==> config.mk <==
export PLATFORM = sky130hd
export DESIGN_NAME = u64_to_decimal_ascii
export DESIGN_NICKNAME = d
export VERILOG_FILES = /design/src/u64da_pkg.sv /design/src/u64_to_decimal_ascii.sv
export SDC_FILE = /design/constraint.sdc
export NUM_CORES = 1
export LEC_CHECK = 0
export BUFFER_PORTS_ARGS = -buffer_cell sky130_fd_sc_hd__buf_2
export CAP_MARGIN = 10
export CORE_UTILIZATION = 55
export CTS_CLUSTER_SIZE = 40
export DETAILED_ROUTE_END_ITERATION = 16
export GPL_TIMING_DRIVEN = 0
export PLACE_DENSITY = 0.71
export REMOVE_ABC_BUFFERS = 1
export SYNTH_ARGS = -nofsm -noshare
export SYNTH_HDL_FRONTEND = slang
export SYNTH_SLANG_ARGS = --single-unit
==> constraint.sdc <==
create_clock -name clk -period 20 [get_ports clk]
set_input_delay 4 -clock clk [delete_from_list [all_inputs] [get_ports clk]]
set_output_delay 4 -clock clk [all_outputs]
set_load 0.05 [all_outputs]
==> src/u64da_pkg.sv <==
// Shared constants and the power-of-ten table for the decimal text converter.
`timescale 1ns / 1ps
package u64da_pkg;

  localparam int unsigned VALUE_W = 64;
  localparam int unsigned SPACE_W = 16;
  localparam int unsigned NUM_DIGITS = 20;
  localparam int unsigned DIGIT_W = 5;
  localparam int unsigned STEP_W = 6;
  localparam logic [STEP_W-1:0] LAST_STEP = 6'd63;
  localparam logic [DIGIT_W-1:0] LAST_POW = 5'd19;
  localparam logic [7:0] ASCII_ZERO = 8'h30;

  typedef logic [NUM_DIGITS-1:0][3:0] bcd_t;

  typedef enum logic [2:0] {
    ST_IDLE = 3'b001,
    ST_CONV = 3'b010,
    ST_EMIT = 3'b100
  } state_t;

  function automatic logic [VALUE_W-1:0] pow10(input logic [DIGIT_W-1:0] k);
    logic [VALUE_W-1:0] p;
    unique case (k)
      5'd0:  p = 64'd1;
      5'd1:  p = 64'd10;
      5'd2:  p = 64'd100;
      5'd3:  p = 64'd1000;
      5'd4:  p = 64'd10000;
      5'd5:  p = 64'd100000;
      5'd6:  p = 64'd1000000;
      5'd7:  p = 64'd10000000;
      5'd8:  p = 64'd100000000;
      5'd9:  p = 64'd1000000000;
      5'd10: p = 64'd10000000000;
      5'd11: p = 64'd100000000000;
      5'd12: p = 64'd1000000000000;
      5'd13: p = 64'd10000000000000;
      5'd14: p = 64'd100000000000000;
      5'd15: p = 64'd1000000000000000;
      5'd16: p = 64'd10000000000000000;
      5'd17: p = 64'd100000000000000000;
      5'd18: p = 64'd1000000000000000000;
      5'd19: p = 64'd10000000000000000000;
      default: p = 64'hFFFF_FFFF_FFFF_FFFF;
    endcase
    return p;
  endfunction

endpackage

==> src/u64_to_decimal_ascii.sv <==
// Unsigned 64-bit to ASCII decimal converter, top level.
//
// Pulse start while busy is low to hand in value and space. The block runs a
// shift-and-add-3 conversion one bit per cycle over all 64 bits. Alongside it,
// the block counts the digits with one power-of-ten compare per cycle. It then
// sends one beat per character, most significant first, one per cycle, marked
// by strobe. A value that does not fit in space gives a single beat with fits
// and text_length zero. Busy stays high through the conversion and all n beats
// (n is 1 to 20), and it drops while the last beat is on the ports, so the
// next item can be accepted while that beat is shown, not before. Beats cannot
// be held off: the receiver must take each one in the cycle it appears.
`timescale 1ns / 1ps
module u64_to_decimal_ascii
  import u64da_pkg::*;
(
  input  logic                 clk,
  input  logic                 rst,
  input  logic                 start,
  output logic                 busy,
  input  logic [VALUE_W-1:0]   value,
  input  logic [SPACE_W-1:0]   space,
  output logic                 strobe,
  output logic [7:0]           char_code,
  output logic [DIGIT_W-1:0]   position,
  output logic [DIGIT_W-1:0]   text_length,
  output logic                 fits,
  output logic                 last
);

  state_t               state;
  logic [VALUE_W-1:0]   val;
  logic [VALUE_W-1:0]   bin;
  bcd_t                 bcd;
  bcd_t                 bcd_adj;
  logic [STEP_W-1:0]    step;
  logic [DIGIT_W-1:0]   kidx;
  logic [DIGIT_W-1:0]   ndig;
  logic [SPACE_W-1:0]   space_r;
  logic [DIGIT_W-1:0]   pos;
  logic [DIGIT_W-1:0]   sel;
  logic                 refuse;
  logic                 final_char;

  assign busy = (state != ST_IDLE);

  always_comb begin
    for (int i = 0; i < NUM_DIGITS; i++) begin
      bcd_adj[i] = (bcd[i] >= 4'd5) ? bcd[i] + 4'd3 : bcd[i];
    end
  end

  assign sel        = ndig - 5'd1 - pos;
  assign refuse     = {{(SPACE_W-DIGIT_W){1'b0}}, ndig} > space_r;
  assign final_char = (pos == ndig - 5'd1);

  always_ff @(posedge clk) begin
    if (rst) begin
      state  <= ST_IDLE;
      strobe <= 1'b0;
    end else begin
      strobe <= 1'b0;
      unique case (state)
        ST_IDLE: begin
          if (start) begin
            val     <= value;
            bin     <= value;
            bcd     <= '0;
            space_r <= space;
            step    <= '0;
            kidx    <= 5'd1;
            ndig    <= 5'd1;
            pos     <= '0;
            state   <= ST_CONV;
          end
        end
        ST_CONV: begin
          {bcd, bin} <= {bcd_adj, bin} << 1;
          if (kidx <= LAST_POW) begin
            if (val >= pow10(kidx)) begin
              ndig <= ndig + 5'd1;
            end
            kidx <= kidx + 5'd1;
          end
          step <= step + 6'd1;
          if (step == LAST_STEP) begin
            state <= ST_EMIT;
          end
        end
        ST_EMIT: begin
          strobe <= 1'b1;
          if (refuse) begin
            char_code   <= 8'd0;
            position    <= '0;
            text_length <= '0;
            fits        <= 1'b0;
            last        <= 1'b1;
            state       <= ST_IDLE;
          end else begin
            char_code   <= ASCII_ZERO + {4'd0, bcd[sel]};
            position    <= pos;
            text_length <= ndig;
            fits        <= 1'b1;
            last        <= final_char;
            pos         <= pos + 5'd1;
            if (final_char) begin
              state <= ST_IDLE;
            end
          end
        end
        default: state <= ST_IDLE;
      endcase
    end
  end

endmodule
==> results of run 1 <==
-- power by group --
part | internal, mW | switching (mW)
registers | 0.763 | 0.0184
logic | 0.0726 | 0.106
clock network | 0.393 | 0.257
-- worst min-delay path, delay by kind of cell (launching register included) --
kind	cells	cell delay, ps
DFF	1	320
and+or+nand+nor	2	100
-- metal layers --
layer / vias to the layer above / GRT usage (%) / part of all wire, %
met2: 305 / 35.7 / 46
met5: - / 0 / 0.040
met1: 5394 / 31.6 / 47
met4: 2 / 5.37 / 1.5
met3: 37 / 3.29 / 5.4
li1: 5485 / - / -
-- worst max-delay path by stage --
stage,startpoint,end,depth (start not counted)
after global placement,rst,flop,9
after global routing,rst,flop,10
after detailed placement,rst,flop,10
final,rst,flop,10
after floorplan,rst,flop,9
after CTS,rst,flop,10
-- placed cells by master (no fill, tap or decap), types with 28 or more instances in the layout --
cell type  Yosys  final
xor2_1        29     29
nand2_1      282    282
inv_1        110    109
edfxtp_1     262    262
xnor2_1       28     28
o21ai_0       59     58
ha_1         128    128
nor3_1        28     28
clkbuf_16      0     35
buf_2         11    102
nor2_1       145    144
a21oi_1      128    127
dfxtp_1       59     59
-- logic make-up after synthesis --
| family | after synthesis |
|---|---|
| DFF | 321 |
| buffers and inverters | 174 |
| AOI/OAI and AO/OA | 252 |
| adders and majority gates | 129 |
| xor gates and xnor gates | 57 |
| muxes | 30 |
| other | 1 |
| and+or+nand+nor | 556 |
-- area by class of cell --
class	count	area, sq um
Fill cell	2282	10400
Sequential cell	321	9050
Multi-Input combinational cell	1026	6540
Clock buffer	46	927
Timing Repair Buffer	117	797
Tap cell	384	480
Inverter	112	423
Clock inverter	18	220
Antenna cell	1	2.50
-- per-stage QoR --
stage          worst slack (ps)  hold WS (ps)  instance area, sq um  instances
6_report                  12650           497                 18400       2025
3_5_place_dp              12210           495                 17300       1959
4_1_cts                   12700           502                 18400       2023
2_1_floorplan              6070           484                 16000       1459
3_3_place_gp               1550           487                 17000       1945
5_1_grt                   12390           529                 18400       2024
==> results_dict.tcl, run 1 <==
set metrics [dict create \
    crit_fanout 27 \
    yosys.area.top_type_share_pct 48.4 \
    synth.most_common_cell "nand2_1" \
    postCtsSetupBuffers 0 \
    track_usage_pct 22.1 \
    cts_tree "built" \
    grt_pass1_wl_um 54600 \
    yosys.area_share.adder_pct 9.98 \
    slew_headroom_pct 20.3 \
    first_pass_iters 5 \
    cp_slowest_cell "a21oi_4" \
    synth_cell_types 65 \
    rows 62 \
    cp_data_required_time_ps 20410 \
    ios 105 \
    place_congestion 0.810 \
    start_util_pct 56.3 \
    synth-xor-area-share_pct 3.07 \
    min_path_type "reg -> reg" \
    yosysWarnings 0 \
    synth_top_family_by_area "simple AND/OR/NAND/NOR gates" \
    hold_violations 0 \
    syn2layout_area_growth_pct 13.5 \
    finalSetupViolations 0 \
    utilization_pct 63.9 \
    dr_total_vias 11200 \
    worstHoldPathCells 2 \
    worst_path_largest_cell_delay_ps 740 \
    status "complete, no violations" \
    cts_made_buffers 35 \
    worst_setup_path_start_kind "input port" \
    synth-compound-area-share_pct 8.91 \
    fin_tns_setup_ps 0 \
    r2r_setup_slack_ps 15820 \
    hold_start "bin[44]" \
    portBuffers 102 \
    holdPathEnd "bin[45]" \
    grt_antenna_before_repair 2 \
    cts_hold_buffers 0 \
    arrival_ps 7770 \
    critPathKind "in -> reg" \
    irDropWorstVdd_mv 0.0585 \
    cp_cell_sequence "buf_2 -> or2_0 -> a21oi_4 -> buf_12 -> o21a_1 -> o21ai_0 -> inv_1 -> ha_1 -> o21ai_0 -> a21oi_1" \
    synth_ff_type "edfxtp_1" \
    clk_path_buf_depth 3 \
    postRouteAntennaNets 0 \
    path_delay_family "compound AO/OA/AOI/OAI gates" \
    maxCapViolCount 0 \
    cpMostUsedCell "o21ai_0" \
    placeableCoreArea_sq_um 28900 \
    p_leak_nw 7.45 \
    async_reset_ff_share_pct 0 \
    synth_area_sq_um 16200 \
    skew_ps 20.5 \
    fp.dieW_um 174 \
    crit_buf_inv 3 \
    die-area_sq_um 30200 \
    drt-vias-per-instance 5.54 \
    synth_area_leader_cell "edfxtp_1" \
    postSynthCellCount 1520 \
    h-tree-depth 2 \
    wl_per_cell_um 16.0 \
    drive_gt1_share_pct 12.9 \
    reg2reg_depth 9 \
    ys_ff_latch 321 \
    grt_pass1_vias 11100 \
    drc 0 \
    powerDensity_nw_per_um2 87.3 \
    yosysSeqAreaShare_pct 55.7 \
    dp_hpwl_um 22300 \
    ctsResizeCount 0 \
    clkSlewWorstSetupHoldPaths_ps 60 \
    clkLatencyLatePin_ps 520 \
    r2r-start "state[2]" \
    max_freq_mhz 136 \
    synth_edf_count 262 \
    synth_area_leaders "edfxtp_1, ha_1, dfxtp_1" \
    yosys-mux-area-fraction_pct 3.43 \
    wl_um 32300 \
    worst_pin_slew_ps 1200 \
    drv_slew 0 \
    grt_max_degree 77 \
    end_kind "flop" \
    die_y_um 174 \
    synth_commonest_cells "nand2_1, edfxtp_1, nor2_1, a21oi_1, ha_1" \
    syn_avg_cell_area_sq_um 10.7 \
    nNetsFinal 1825 \
    total_power_mw 1.61 \
    yosys.area_share.simple_pct 14.6 \
    fin_crit_sh_pct 36.8 \
    rsz0062_at_grt "no" \
    fin_crit_ps 7350 \
    cts_sinks 321 \
    root_buffer "clkbuf_16" \
    drtIter0Drc 931 \
    grt-ovfl-total 0 \
]
No activity file was read; power rests on OpenSTA's default activity.
==> inputs of run 2 (changes only) <==
Settings changed: PLACE_DENSITY 0.71 to 0.74.
Clock period 20 ns to 6.3 ns, I/O delays scaled along.
==> run 2 against run 1 <==
Count of clock-buffer cells in the layout up 2; die area unchanged; flip-flop and latch count unchanged; cell count about the same.
==> results_dict.tcl, run 2 (same netlist as run 1, synthesis figures left out) <==
set metrics [dict create \
    worst_path_largest_cell_delay_ps 580 \
    placeableCoreArea_sq_um 28900 \
    cp-startpoint "rst" \
    die-area_sq_um 30200 \
    drtIter0Drc 964 \
    fin_crit_sh_pct 66.2 \
    irDropWorstVdd_mv 0.218 \
    path_delay_family "compound AO/OA/AOI/OAI gates" \
    wl_per_cell_um 15.5 \
    slew_headroom_pct 18.2 \
    dp_slack_ps 1760 \
    grt_antenna_before_repair 2 \
    final_common_cell "nand2_1" \
    instances_no_fill 2026 \
    cts_made_buffers 35 \
    postCtsSetupBuffers 0 \
    h-tree-depth 2 \
    clkLatencyLatePin_ps 510 \
    drive_gt1_share_pct 12.9 \
    finalSetupViolations 0 \
    fillCellCount 2224 \
    ios 105 \
    p_leak_nw 7.49 \
    max_freq_mhz 240 \
    setup_ws_ps 2130 \
    cp_slowest_cell "ha_1" \
    min_path_type "reg -> reg" \
    dr_total_vias 11100 \
    utilization_pct 64.2 \
    final_area_sq_um 18500 \
    grt-ovfl-total 0 \
    root_buffer "clkbuf_16" \
    ctsResizeCount 0 \
    end_kind "flop" \
    syn2layout_area_growth_pct 14.0 \
    cpMostUsedCell "o21ai_0" \
    rsz0062_at_grt "no" \
    rows 62 \
    portBuffers 102 \
    holdWs_ps 509 \
    place_congestion 0.824 \
    first_pass_iters 5 \
    clkSlewWorstSetupHoldPaths_ps 60 \
    status "complete, no violations" \
    cts_tree "built" \
    nNetsFinal 1827 \
    crit_fanout 22 \
    fin_tns_setup_ps 0 \
    arrival_ps 4580 \
    fin_crit_ps 4170 \
    dpl-instance-area_sq_um 17300 \
    cts_sinks 321 \
    maxCapViolCount 0 \
    start_util_pct 56.3 \
    die_y_um 174 \
    track_usage_pct 21.1 \
    dp.cells 1960 \
    cts_hold_buffers 0 \
    total_power_mw 5.11 \
    skew_ps 9.55 \
    postRouteAntennaNets 0 \
    clk_path_buf_depth 3 \
    critPathKind "in -> reg" \
    drt-vias-per-instance 5.50 \
    drv_slew 0 \
    r2r-start "state[2]" \
    fp.dieW_um 174 \
    dp_hpwl_um 21900 \
    crit_buf_inv 3 \
    worst_setup_path_start_kind "input port" \
    hold_violations 0 \
    drc 0 \
    grt_max_degree 64 \
    grt_pass1_wl_um 52600 \
    powerDensity_nw_per_um2 276 \
    cp_data_required_time_ps 6710 \
    grt_pass1_vias 10700 \
    worst_pin_slew_ps 1230 \
    wl_um 31400 \
    cp_cell_sequence "buf_2 -> or2_0 -> a21oi_4 -> buf_12 -> o21a_1 -> o21ai_0 -> inv_1 -> ha_1 -> o21ai_0 -> a21oi_1" \
    final_cell_mix "nand2_1, edfxtp_1, nor2_1, ha_1, a21oi_1" \
    hold_start "bin[29]" \
]
run 2: report_power, final:
group	internal (mW)	switching (mW)	total, mW
combinational	0.236	0.335	0.571
sequential	2.42	0.0588	2.48
clock	1.26	0.796	2.05
total	3.92	1.19	5.11
run 2: final timing paths:
check	cells after the start	slack, ps	endpoint
max	10	2130	flop
min reg2reg	2	510	bin[30]
min	2	510	bin[30]
max reg2reg	8	2400	flop
run 2: area by class of cell:
| class | count | area, sq um | area share (%) |
|---|---|---|---|
| Inverter | 112 | 423 | 2.28 |
| Sequential cell | 321 | 9050 | 48.9 |
| Tap cell | 384 | 480 | 2.59 |
| Clock inverter | 15 | 168 | 0.905 |
| Timing Repair Buffer | 119 | 867 | 4.68 |
| Antenna cell | 1 | 2.50 | 0.0135 |
| Multi-Input combinational cell | 1026 | 6540 | 35.3 |
| Clock buffer | 48 | 987 | 5.33 |
run 2: metal layers:
metal | global-route usage, % | up-vias | part of all wire [%]
li1 | - | 5480 | -
met1 | 31.2 | 5267 | 47
met2 | 32.6 | 336 | 44
met3 | 3.18 | 56 | 6.1
met4 | 5.85 | 2 | 2.0
met5 | 0 | - | 0.041
run 2: worst reg2reg max path, cell delays in order, from the launching register on:
cell,delay (ps)
dfxtp_1,430
or3b_4,660
buf_16,300
o21a_1,340
o21ai_0,760
inv_1,280
ha_1,480
o21ai_0,350
a21oi_1,140
==> inputs of run 3 (changes only) <==
Clock period 6.3 ns to 3.7 ns, I/O delays scaled along.
==> run 3 against run 2 <==
Clock skew shrank 0.64 ps; total power grew 70%; global-route usage is essentially flat; wire length grew 2.5%; sequential share of layout area shrank 0.089 points; clock power grew 71%; non-clock buffer count grew 1; die area is the same; utilization grew 0.12 points; critical path type is now reg -> reg.
==> results_dict.tcl, run 3 (same netlist as run 1, synthesis figures left out) <==
set metrics [dict create \
    status "complete, no violations" \
    dp.cells 1960 \
    clkSlewWorstSetupHoldPaths_ps 60 \
    dr_total_vias 11200 \
    hold_start "space[1]" \
    drt-vias-per-instance 5.54 \
    grt-ovfl-total 0 \
    cts_hold_buffers 0 \
    placeableCoreArea_sq_um 28900 \
    maxCapViolCount 0 \
    cp_data_required_time_ps 4140 \
    instances_no_fill 2029 \
    drtIter0Drc 983 \
    fin_crit_sh_pct 97.6 \
    die_y_um 174 \
    fillCellCount 2222 \
    p_leak_nw 7.49 \
    cts_sinks 321 \
    rsz0062_at_grt "yes" \
    ios 105 \
    rows 62 \
    arrival_ps 4050 \
    dpl-instance-area_sq_um 17300 \
    crit_fanout 22 \
    wl_per_cell_um 15.9 \
    end_kind "flop" \
    postRouteAntennaNets 0 \
    drc 0 \
    grt_max_degree 64 \
    place_congestion 0.824 \
    r2r-start "state[1]" \
    cp_cell_sequence "nand2b_1 -> a21oi_4 -> buf_12 -> o21a_1 -> o21ai_1 -> buf_4 -> inv_1 -> ha_1 -> a21oi_1 -> or2_2 -> nand2_1" \
    start_util_pct 56.3 \
    worst_pin_slew_ps 1230 \
    clkLatencyLatePin_ps 500 \
    root_buffer "clkbuf_16" \
    grt_pass1_wl_um 52600 \
    worst_path_largest_cell_delay_ps 530 \
    worst_setup_path_start_kind "flop" \
    slew_headroom_pct 18.2 \
    skew_ps 8.91 \
    grt_antenna_before_repair 2 \
    fin_crit_ps 3610 \
    irDropWorstVdd_mv 0.369 \
    drive_gt1_share_pct 13.3 \
    syn2layout_area_growth_pct 14.2 \
    multi_input_area_sq_um 6570 \
    h-tree-depth 2 \
    final_common_cell "nand2_1" \
    wl_um 32200 \
    cp-startpoint "state[1]" \
    powerDensity_nw_per_um2 469 \
    min_path_type "in -> reg" \
    drv_slew 0 \
    total_power_mw 8.70 \
    cp_slowest_cell "dfxtp_1" \
    clk_path_buf_depth 3 \
    first_pass_iters 5 \
    fin_tns_setup_ps 0 \
    dp_hpwl_um 21900 \
    critPathKind "reg -> reg" \
    fp.dieW_um 174 \
    cts_tree "built" \
    track_usage_pct 21.1 \
    portBuffers 102 \
    die-area_sq_um 30200 \
    nNetsFinal 1830 \
    hold_violations 0 \
    grt_pass1_vias 10700 \
    final_area_sq_um 18600 \
    seq_area_sq_um 9050 \
    max_freq_mhz 277 \
    final_cell_mix "nand2_1, edfxtp_1, nor2_1, a21oi_1, ha_1" \
    cts_made_buffers 35 \
    finalSetupViolations 0 \
]
## run 3: metrics by stage
| step | worst slack, ps | utilization [%] | hold slack, ps |
|---|---|---|---|
| after floorplan | -6970 | - | 484 |
| after global placement | -11430 | 58.8 | 486 |
| after detailed placement | -316 | 60.0 | 498 |
| after CTS | 126 | 64.1 | 397 |
| after global routing | -102 | 64.3 | 401 |
| final | 90.3 | 64.3 | 414 |
## run 3: power by group
group	switching, mW	internal [mW]
registers	0.102	4.13
logic	0.573	0.403
clock network	1.35	2.14
## run 3: critical path: cells and delay by family, from the launching register on
kind | cells | cell delay (ps)
AO/OA/AOI/OAI | 4 | 1020
flip-flops | 1 | 530
AND/OR/NAND/NOR | 3 | 850
buffers and inverters | 3 | 690
adder cells (fa/ha/maj) | 1 | 460
## run 3: cell type report
type / count / area share [%]
multi-input cells: 1028 / 35.4
inverters: 112 / 2.28
repair buffers: 120 / 4.71
well taps: 384 / 2.59
clock inverters: 15 / 0.904
diodes: 1 / 0.0135
flip-flops and latches: 321 / 48.8
clock buffers: 48 / 5.32
## run 3: timing repair
action | 4_1_cts | 5_1_grt
cloned | 0 | 2
gates resized for setup | 2 | 2
setup buffers | 0 | 1
setup endpoints to repair | 16 | 23
pin swaps | 0 | 2
## run 3: final timing paths
path              slack, ps  cells after the start          to
setup reg to reg         90                     11        flop
hold reg to reg         510                      2     bin[29]
setup / recovery         90                     11        flop
hold / removal          410                      1  space_r[1]
## run 3: per-layer routing
metal,vias to the layer above,global-route usage [%],routed length (um)
met1,5363,31.1,15100
met4,2,5.88,777
met2,330,32.6,14400
li1,5484,-,-
met5,-,0,10
met3,58,3.25,1880
